<file path="src/hw/rtl/cfp_pkg.sv">
// ----------------------------------------------------------------------------
// cfp_pkg
// Shared types and constants of the camera frame parser with silence timeout.
// ----------------------------------------------------------------------------
package cfp_pkg;

  // default frame buffer size, valid range 16 to 64
  localparam int FRAME_BYTES_DEF = 20;

  // only the first bytes of a frame are ever decoded into fields
  localparam int STORE_BYTES = 16;

  localparam logic [7:0]  HDR_BYTE       = 8'hAA;
  localparam logic [7:0]  ADDR_BYTE      = 8'h05;
  localparam logic [7:0]  KIND_BLOB_BYTE = 8'h41;
  localparam logic [7:0]  KIND_LINE_BYTE = 8'h42;
  localparam logic [15:0] LIMIT_RESET    = 16'd1000;

  localparam logic CMD_BYTE = 1'b0;
  localparam logic CMD_TICK = 1'b1;

  // frame kind and mode codes
  localparam logic [1:0] KIND_NONE = 2'd0;
  localparam logic [1:0] KIND_BLOB = 2'd1;
  localparam logic [1:0] KIND_LINE = 2'd2;

  typedef struct packed {
    logic       cmd;
    logic [7:0] data_byte;
    logic [7:0] tick_ms;
  } cfp_item_t;

  typedef struct packed {
    logic [1:0]         frame_kind;
    logic [1:0]         mode;
    logic               offline;
    logic [7:0]         blob_flag;
    logic [7:0]         status;
    logic signed [15:0] pos_x;
    logic signed [15:0] pos_y;
    logic signed [15:0] angle;
    logic signed [15:0] deviation;
    logic [7:0]         point_flag;
    logic [7:0]         frame_period_ms;
  } cfp_result_t;

endpackage

</file>
<file path="src/hw/rtl/cfp_core.sv">
// ----------------------------------------------------------------------------
// cfp_core
// Parser state, frame byte store and silence counter; one request per step.
// ----------------------------------------------------------------------------
module cfp_core #(
  parameter int FRAME_BYTES = cfp_pkg::FRAME_BYTES_DEF
) (
  input  logic                clk,
  input  logic                rst_n,
  input  logic                step_en,
  input  cfp_pkg::cfp_item_t  item,
  input  logic [15:0]         limit,
  output cfp_pkg::cfp_result_t res
);

  localparam int POS_W  = $clog2(FRAME_BYTES);
  localparam int SIDX_W = $clog2(cfp_pkg::STORE_BYTES);
  localparam logic [7:0] MAX_LEN = 8'(FRAME_BYTES - 6);

  localparam logic [POS_W-1:0] P_HDR  = '0;
  localparam logic [POS_W-1:0] P_ANY  = POS_W'(1);
  localparam logic [POS_W-1:0] P_ADDR = POS_W'(2);
  localparam logic [POS_W-1:0] P_KIND = POS_W'(3);
  localparam logic [POS_W-1:0] P_LEN  = POS_W'(4);
  localparam logic [POS_W-1:0] P_PAY  = POS_W'(5);

  logic [POS_W-1:0] pos_r, pos_nxt;
  logic [7:0]       len_r, len_nxt;
  logic [7:0]       sum_r, sum_nxt;
  logic [15:0]      cnt_r, cnt_nxt;
  logic             offline_r, offline_nxt;
  logic [1:0]       mode_r, mode_nxt;
  logic [7:0]       store_r [cfp_pkg::STORE_BYTES];
  logic [7:0]       view    [cfp_pkg::STORE_BYTES];

  logic [7:0]  b;
  logic [7:0]  pos_ext;
  logic        is_byte;
  logic        in_store;
  logic [16:0] tick_sum;
  logic [1:0]  kind;

  assign b        = item.data_byte;
  assign is_byte  = (item.cmd == cfp_pkg::CMD_BYTE);
  assign pos_ext  = 8'(pos_r);
  assign in_store = (pos_ext < 8'(cfp_pkg::STORE_BYTES));
  assign tick_sum = {1'b0, cnt_r} + 17'(item.tick_ms);

  // store contents as seen after this byte is written
  always_comb begin
    for (int i = 0; i < cfp_pkg::STORE_BYTES; i++) begin
      view[i] = store_r[i];
      if (is_byte && in_store && (pos_r[SIDX_W-1:0] == SIDX_W'(i))) begin
        view[i] = b;
      end
    end
  end

  always_comb begin
    pos_nxt     = pos_r;
    len_nxt     = len_r;
    sum_nxt     = sum_r;
    cnt_nxt     = cnt_r;
    offline_nxt = offline_r;
    mode_nxt    = mode_r;
    kind        = cfp_pkg::KIND_NONE;
    if (is_byte) begin
      priority if (pos_r == P_HDR) begin
        if (b == cfp_pkg::HDR_BYTE) begin
          sum_nxt = b;
          pos_nxt = P_ANY;
        end
      end else if (pos_r == P_ANY) begin
        sum_nxt = sum_r + b;
        pos_nxt = P_ADDR;
      end else if (pos_r == P_ADDR) begin
        sum_nxt = sum_r + b;
        pos_nxt = (b == cfp_pkg::ADDR_BYTE) ? P_KIND : P_HDR;
      end else if (pos_r == P_KIND) begin
        sum_nxt = sum_r + b;
        pos_nxt = (b == cfp_pkg::KIND_BLOB_BYTE || b == cfp_pkg::KIND_LINE_BYTE) ?
                  P_LEN : P_HDR;
      end else if (pos_r == P_LEN) begin
        len_nxt = b;
        sum_nxt = sum_r + b;
        pos_nxt = (b <= MAX_LEN) ? P_PAY : P_HDR;
      end else if (pos_ext == len_r + 8'd5) begin
        // checksum byte closes the frame either way
        if (sum_r == b) begin
          kind        = (view[3] == cfp_pkg::KIND_BLOB_BYTE) ?
                        cfp_pkg::KIND_BLOB : cfp_pkg::KIND_LINE;
          mode_nxt    = kind;
          cnt_nxt     = '0;
          offline_nxt = 1'b0;
        end
        pos_nxt = P_HDR;
      end else begin
        sum_nxt = sum_r + b;
        pos_nxt = pos_r + P_ANY;
      end
    end else begin
      if (cnt_r < limit) begin
        cnt_nxt = tick_sum[16] ? 16'hFFFF : tick_sum[15:0];
      end else begin
        offline_nxt = 1'b1;
        mode_nxt    = cfp_pkg::KIND_NONE;
      end
    end
  end

  always_comb begin
    res            = '0;
    res.frame_kind = kind;
    res.mode       = mode_nxt;
    res.offline    = offline_nxt;
    unique case (kind)
      cfp_pkg::KIND_BLOB: begin
        res.blob_flag       = view[5];
        res.status          = view[6];
        res.pos_x           = {view[7], view[8]};
        res.pos_y           = {view[9], view[10]};
        res.frame_period_ms = view[11];
      end
      cfp_pkg::KIND_LINE: begin
        res.status          = view[5];
        res.angle           = {view[6], view[7]};
        res.deviation       = {view[8], view[9]};
        res.point_flag      = view[10];
        res.pos_x           = {view[11], view[12]};
        res.pos_y           = {view[13], view[14]};
        res.frame_period_ms = view[15];
      end
      default: begin
      end
    endcase
  end

  always_ff @(posedge clk) begin
    if (!rst_n) begin
      pos_r     <= '0;
      len_r     <= '0;
      sum_r     <= '0;
      cnt_r     <= '0;
      offline_r <= 1'b0;
      mode_r    <= cfp_pkg::KIND_NONE;
      for (int i = 0; i < cfp_pkg::STORE_BYTES; i++) begin
        store_r[i] <= '0;
      end
    end else if (step_en) begin
      pos_r     <= pos_nxt;
      len_r     <= len_nxt;
      sum_r     <= sum_nxt;
      cnt_r     <= cnt_nxt;
      offline_r <= offline_nxt;
      mode_r    <= mode_nxt;
      for (int i = 0; i < cfp_pkg::STORE_BYTES; i++) begin
        store_r[i] <= view[i];
      end
    end
  end

endmodule

</file>
<file path="src/hw/rtl/camera_frame_parser_with_timeout_top.sv">
// ----------------------------------------------------------------------------
// camera_frame_parser_with_timeout_top
// Serial camera frame parser with checksum check and silence timeout.
// ----------------------------------------------------------------------------
// Each input request is either a received byte (in_cmd low, in_data_byte) or
// a time tick (in_cmd high, in_tick_ms). Every request yields exactly one
// result: the kind of frame completed by it (if any), the current mode and
// offline flag, and the decoded fields of a good frame.
// Requests pass an input register, then one step of the parser logic into
// the result register, which drives out_valid. One request per cycle is
// taken while out_stall does not hold a result; the parser state is
// updated in a single step per request, which is what sets that rate.
// When out_stall holds a result, one more request can still be taken into
// the input register; after that in_stall rises until the result drains.
// cfg_wr_en writes the silence limit in ms; write it only while idle.
// Reset clears the parser, the byte store, the silence counter, the mode
// and offline flag, and sets the limit to 1000 ms.
// ----------------------------------------------------------------------------
module camera_frame_parser_with_timeout_top #(
  parameter int FRAME_BYTES = cfp_pkg::FRAME_BYTES_DEF
) (
  input  logic               clk,
  input  logic               rst_n,
  input  logic               cfg_wr_en,
  input  logic [15:0]        cfg_wr_data,
  input  logic               in_valid,
  output logic               in_stall,
  input  logic               in_cmd,
  input  logic [7:0]         in_data_byte,
  input  logic [7:0]         in_tick_ms,
  output logic               out_valid,
  input  logic               out_stall,
  output logic [1:0]         out_frame_kind,
  output logic [1:0]         out_mode,
  output logic               out_offline,
  output logic [7:0]         out_blob_flag,
  output logic [7:0]         out_status,
  output logic signed [15:0] out_pos_x,
  output logic signed [15:0] out_pos_y,
  output logic signed [15:0] out_angle,
  output logic signed [15:0] out_deviation,
  output logic [7:0]         out_point_flag,
  output logic [7:0]         out_frame_period_ms
);

  logic                 s1_valid_r, s1_valid_nxt;
  cfp_pkg::cfp_item_t   s1_item_r;
  logic                 out_valid_r, out_valid_nxt;
  cfp_pkg::cfp_result_t out_res_r;
  cfp_pkg::cfp_result_t step_res;
  logic [15:0]          limit_r;
  logic                 out_adv;
  logic                 s1_adv;
  logic                 in_acc;

  assign out_adv  = !out_valid_r || !out_stall;
  assign s1_adv   = s1_valid_r && out_adv;
  assign in_stall = s1_valid_r && !out_adv;
  assign in_acc   = in_valid && !in_stall;

  assign s1_valid_nxt  = in_acc ? 1'b1 : (s1_adv ? 1'b0 : s1_valid_r);
  assign out_valid_nxt = s1_adv ? 1'b1 : (out_adv ? 1'b0 : out_valid_r);

  cfp_core #(
    .FRAME_BYTES(FRAME_BYTES)
  ) u_core (
    .clk    (clk),
    .rst_n  (rst_n),
    .step_en(s1_adv),
    .item   (s1_item_r),
    .limit  (limit_r),
    .res    (step_res)
  );

  always_ff @(posedge clk) begin
    if (!rst_n) begin
      s1_valid_r  <= 1'b0;
      out_valid_r <= 1'b0;
      limit_r     <= cfp_pkg::LIMIT_RESET;
    end else begin
      s1_valid_r  <= s1_valid_nxt;
      out_valid_r <= out_valid_nxt;
      if (cfg_wr_en) begin
        limit_r <= cfg_wr_data;
      end
    end
  end

  always_ff @(posedge clk) begin
    if (in_acc) begin
      s1_item_r.cmd       <= in_cmd;
      s1_item_r.data_byte <= in_data_byte;
      s1_item_r.tick_ms   <= in_tick_ms;
    end
    if (s1_adv) begin
      out_res_r <= step_res;
    end
  end

  assign out_valid           = out_valid_r;
  assign out_frame_kind      = out_res_r.frame_kind;
  assign out_mode            = out_res_r.mode;
  assign out_offline         = out_res_r.offline;
  assign out_blob_flag       = out_res_r.blob_flag;
  assign out_status          = out_res_r.status;
  assign out_pos_x           = out_res_r.pos_x;
  assign out_pos_y           = out_res_r.pos_y;
  assign out_angle           = out_res_r.angle;
  assign out_deviation       = out_res_r.deviation;
  assign out_point_flag      = out_res_r.point_flag;
  assign out_frame_period_ms = out_res_r.frame_period_ms;

  // a good frame sets the mode to its kind and clears offline
  a_frame_sets_mode: assert property (@(posedge clk) disable iff (!rst_n)
    out_valid && out_frame_kind != cfp_pkg::KIND_NONE |->
      out_mode == out_frame_kind && !out_offline)
    else $error("frame result with wrong mode or offline flag");

  // offline always goes together with no mode
  a_offline_no_mode: assert property (@(posedge clk) disable iff (!rst_n)
    out_valid && out_offline |-> out_mode == cfp_pkg::KIND_NONE)
    else $error("offline result with a mode set");

  // a frame can only be completed by a received byte
  a_frame_from_byte: assert property (@(posedge clk) disable iff (!rst_n)
    s1_adv && step_res.frame_kind != cfp_pkg::KIND_NONE |->
      s1_item_r.cmd == cfp_pkg::CMD_BYTE)
    else $error("frame completed by a tick");

endmodule
</file>
<file path="config.mk">
export PLATFORM = sky130hd
export DESIGN_NAME = camera_frame_parser_with_timeout_top
export DESIGN_NICKNAME = d
export VERILOG_FILES = /design/src/hw/rtl/cfp_pkg.sv /design/src/hw/rtl/cfp_core.sv /design/src/hw/rtl/camera_frame_parser_with_timeout_top.sv
export SDC_FILE = /design/constraint.sdc
export NUM_CORES = 1
export LEC_CHECK = 0
export ABC_AREA = 1
export BUFFER_PORTS_ARGS = -buffer_cell sky130_fd_sc_hd__buf_2
export CORE_UTILIZATION = 56
export DETAILED_ROUTE_END_ITERATION = 10
export GPL_TIMING_DRIVEN = 0
export MAX_ROUTING_LAYER = met4
export PLACE_DENSITY = 0.76
export RECOVER_POWER = 25
export SETUP_SLACK_MARGIN = 0.15
export SYNTH_ARGS = -nofsm -noshare
export SYNTH_HDL_FRONTEND = slang
export SYNTH_SLANG_ARGS = --single-unit
</file>
<file path="constraint.sdc">
create_clock -name clk -period 12.7 [get_ports clk]
set_clock_uncertainty 0.15 [all_clocks]
set_input_delay 1.905 -clock clk [delete_from_list [all_inputs] [get_ports clk]]
set_output_delay 1.905 -clock clk [all_outputs]
set_load 0.05 [all_outputs]
</file>
==> out/metrics.yaml <==
cp-end-kind: "register"
switching_share: 0.244
die-area_um2: 24300
synth-compound-area-share: 0.105
violations: "max-capacitance violations, max-slew violations"
hold_path_depth: 2
cts_buffer_depth: 3
critPathBufInv: 7
synth_top_area_share: 0.485
grt_usage: 0.289
ant_nets: 0
dp_hpwl_um: 23500
antenna_cells: 0
synthFlopType: "edfxtp_1"
drive_gt1_frac: 0.134
slew_viol_final: 36
fin_crit_sh: 0.445
syn_avg_cell_area_um2: 8.92
cts_setup_buffers: 0
cpPeakStageDelay_ns: 0.90
routabilityCongestion: 0.950
synth_fp_nets: 1565
viasPerCell: 5.53
p_per_area_nw_per_um2: 135
rsz0062_at_grt: "false"
synth.area.mux_share: 0
io_pins: 141
most-common-layout-cells: "nor2_1, nand2_1, edfxtp_1"
ir_drop_mv: 0.107
critPathLaunchType: "primary input"
cts-hold-fix-buffers: 0
drv_cap: 1
fillers: 1881
syn_area_um2: 13300
wl_um: 33500
worst_ep_required_time_ns: 12.95
yosys.area.top_type: "edfxtp_1"
slew_headroom: -0.248
ys_ff_latch: 272
synth-simple-area-share: 0.208
h-tree-depth: 1
core_area_um2: 22900
slowest_stage: "nor2_1"
final_common_cell: "nor2_1"
globalRoute.totalOverflow: 0
hold_viol: 0
clkLatencyLatePin_ns: 0.56
status: "complete, but fails checks"
setup_viol: 0
synth_top_family_by_area: "simple AND/OR/NAND/NOR gates"
register_area_um2: 7590
clockPowerShare: 0.425
internal-power_mw: 1.57
hp-class: "register to register"
vias: 11000
initial_core_util: 0.579
portBuffers: 140
rows: 55
netlist_instances: 1487
worstPathArrival_ns: 5.90
seqPwrFrac: 0.492
p_leak_nw: 6.30
rr_worst_depth: 10
cts-resized-gates: 0
ys_async_sr_fraction: 0
cp_top_family: "buffers and inverters"
finalPower_mw: 2.07
path_class: "primary input to register"
stdcell_count: 1998
ys_seq_area_frac: 0.572
grt_antenna_before_repair: 0
wire_per_inst_um: 16.8
worstPathCellList: "buf_2, nand2_1, inv_1, nor2_1, clkbuf_1, inv_1, nor2_1, inv_1, clkbuf_1, clkbuf_1, nor2_1"
cts_sinks: 272
synth-edff-count: 214
worstMarginPinSlew_ns: 1.87
ys_warn_count: 0
grt_pass1_vias: 10400
clkTransAtPathRegs_ns: 0.06
grt_pass1_wl_um: 53200
finalHoldWorstSlack_ns: 0.322
synthTopCellsByArea: "edfxtp_1, nor2_1, dfxtp_1"
p_sw_mw: 0.506
grt_max_degree: 52
drtIter0Drc: 972
die_h_um: 156
period_minus_slack_ns: 5.65
synth_cell_type_count: 39
cts_tree: "built"
remaining_drc_errors: 0
p_comb_frac: 0.083
place_inst: 1944
drt_pass1_iterations: 5
synthXorXnorAreaFrac: 0.00925
cts_root_buffer: "clkbuf_16"
die_x_um: 156
fmax_mhz: 177
synth-adder-area-share: 0.0389
numCtsBuffers: 29
synthToLayoutAreaGrowth_pct: 16.2
nets: 1740
worst-path-max-fanout: 17
multi_input_area_um2: 4790
critical_path_depth: 11
rrSetupSlack_ns: 8.21
==> worst min-delay path, cell delays in order, from the launching register on <==
cell     delay [ns]
dfxtp_1        0.31
nand2_1        0.06
a21oi_1        0.05
==> kinds of logic after synthesis <==
| logic type | after synthesis |
|---|---|
| fa+ha+maj | 40 |
| buf+inv | 228 |
| xor+xnor | 14 |
| compound gates | 259 |
| simple gates | 674 |
| flops | 272 |
==> routing by layer <==
metal | vias up | track usage | routed length, um
li1 | 5353 | - | -
met1 | 5086 | 0.379 | 13500
met2 | 532 | 0.473 | 16100
met3 | 69 | 0.0356 | 3010
met4 | 0 | 0.0808 | 852
met5 | - | - | 0
==> per-stage QoR <==
stage,worst slack [ns],instance area (um2),utilization,TNS (ns)
finish,7.05,15400,0.673,0
floorplan,2.42,13300,-,0
CTS,8.19,15500,0.675,0
global route,6.80,15400,0.673,0
detailed placement,8.02,14500,0.631,0
global placement,-0.985,14400,0.626,-94.19
==> power by group through the flow <==
| stage | registers (mW) | logic [mW] | clock network, mW |
|---|---|---|---|
| final | 1.02 | 0.172 | 0.882 |
| after global routing | 1.02 | 0.186 | 0.917 |
| after CTS | 1.02 | 0.173 | 0.887 |
| after detailed placement | 1.04 | 0.172 | 0 |
| after global placement | 1.04 | 0.164 | 0 |
| after floorplan | 1.07 | 0.0835 | 0 |
==> synth_stat cells (2+ instances only) <==
cell and number:
fa_1 2, buf_4 4, nor2_2 2, inv_1 152, dfxtp_1 58, clkbuf_1 54, inv_2 5, o22ai_1 48
buf_2 9, xnor2_1 7, nand2_1 217, nor3_1 8, nor4_1 2, nand3_4 2, ha_1 38, a21oi_1 150
nor2_4 2, edfxtp_1 214, nand2_2 2, o21ai_0 52, xor2_1 7, or2_2 4, nand4_1 27, nand3_1 60
nor2_1 347
==> flip-flops by register name, summed over array words and instances (netlist names), 2 cells and up <==
| signal | flops |
|---|---|
| limit_r | 16 |
| out_angle | 16 |
| out_blob_flag | 8 |
| out_deviation | 16 |
| out_frame_kind | 2 |
| out_frame_period_ms | 8 |
| out_mode | 2 |
| out_point_flag | 8 |
| out_pos_x | 16 |
| out_pos_y | 16 |
| out_status | 8 |
| s1_item_r | 17 |
| u_core.cnt_r | 16 |
| u_core.len_r | 8 |
| u_core.mode_r | 2 |
| u_core.pos_r | 5 |
| u_core.store_r | 96 |
| u_core.sum_r | 8 |
==> path summary, 6_finish.rpt <==
path,from,endpoint
worst max-delay path,out_stall,u_core.store_r[0][57]
worst min register to register,u_core.sum_r[5],u_core.sum_r[5]
worst min-delay path,u_core.sum_r[5],u_core.sum_r[5]
worst max register to register,out_valid,u_core.store_r[0][57]
==> cell type report <==
| class | count | share of cell area |
|---|---|---|
| Tap cell | 313 | 0.0254 |
| Sequential cell | 272 | 0.492 |
| Clock buffer | 30 | 0.0473 |
| Buffer | 68 | 0.0183 |
| Multi-Input combinational cell | 987 | 0.311 |
| Clock inverter | 24 | 0.0175 |
| Inverter | 160 | 0.0392 |
| Timing Repair Buffer | 144 | 0.0489 |
Note: power is estimated with default switching activity, not from simulation.
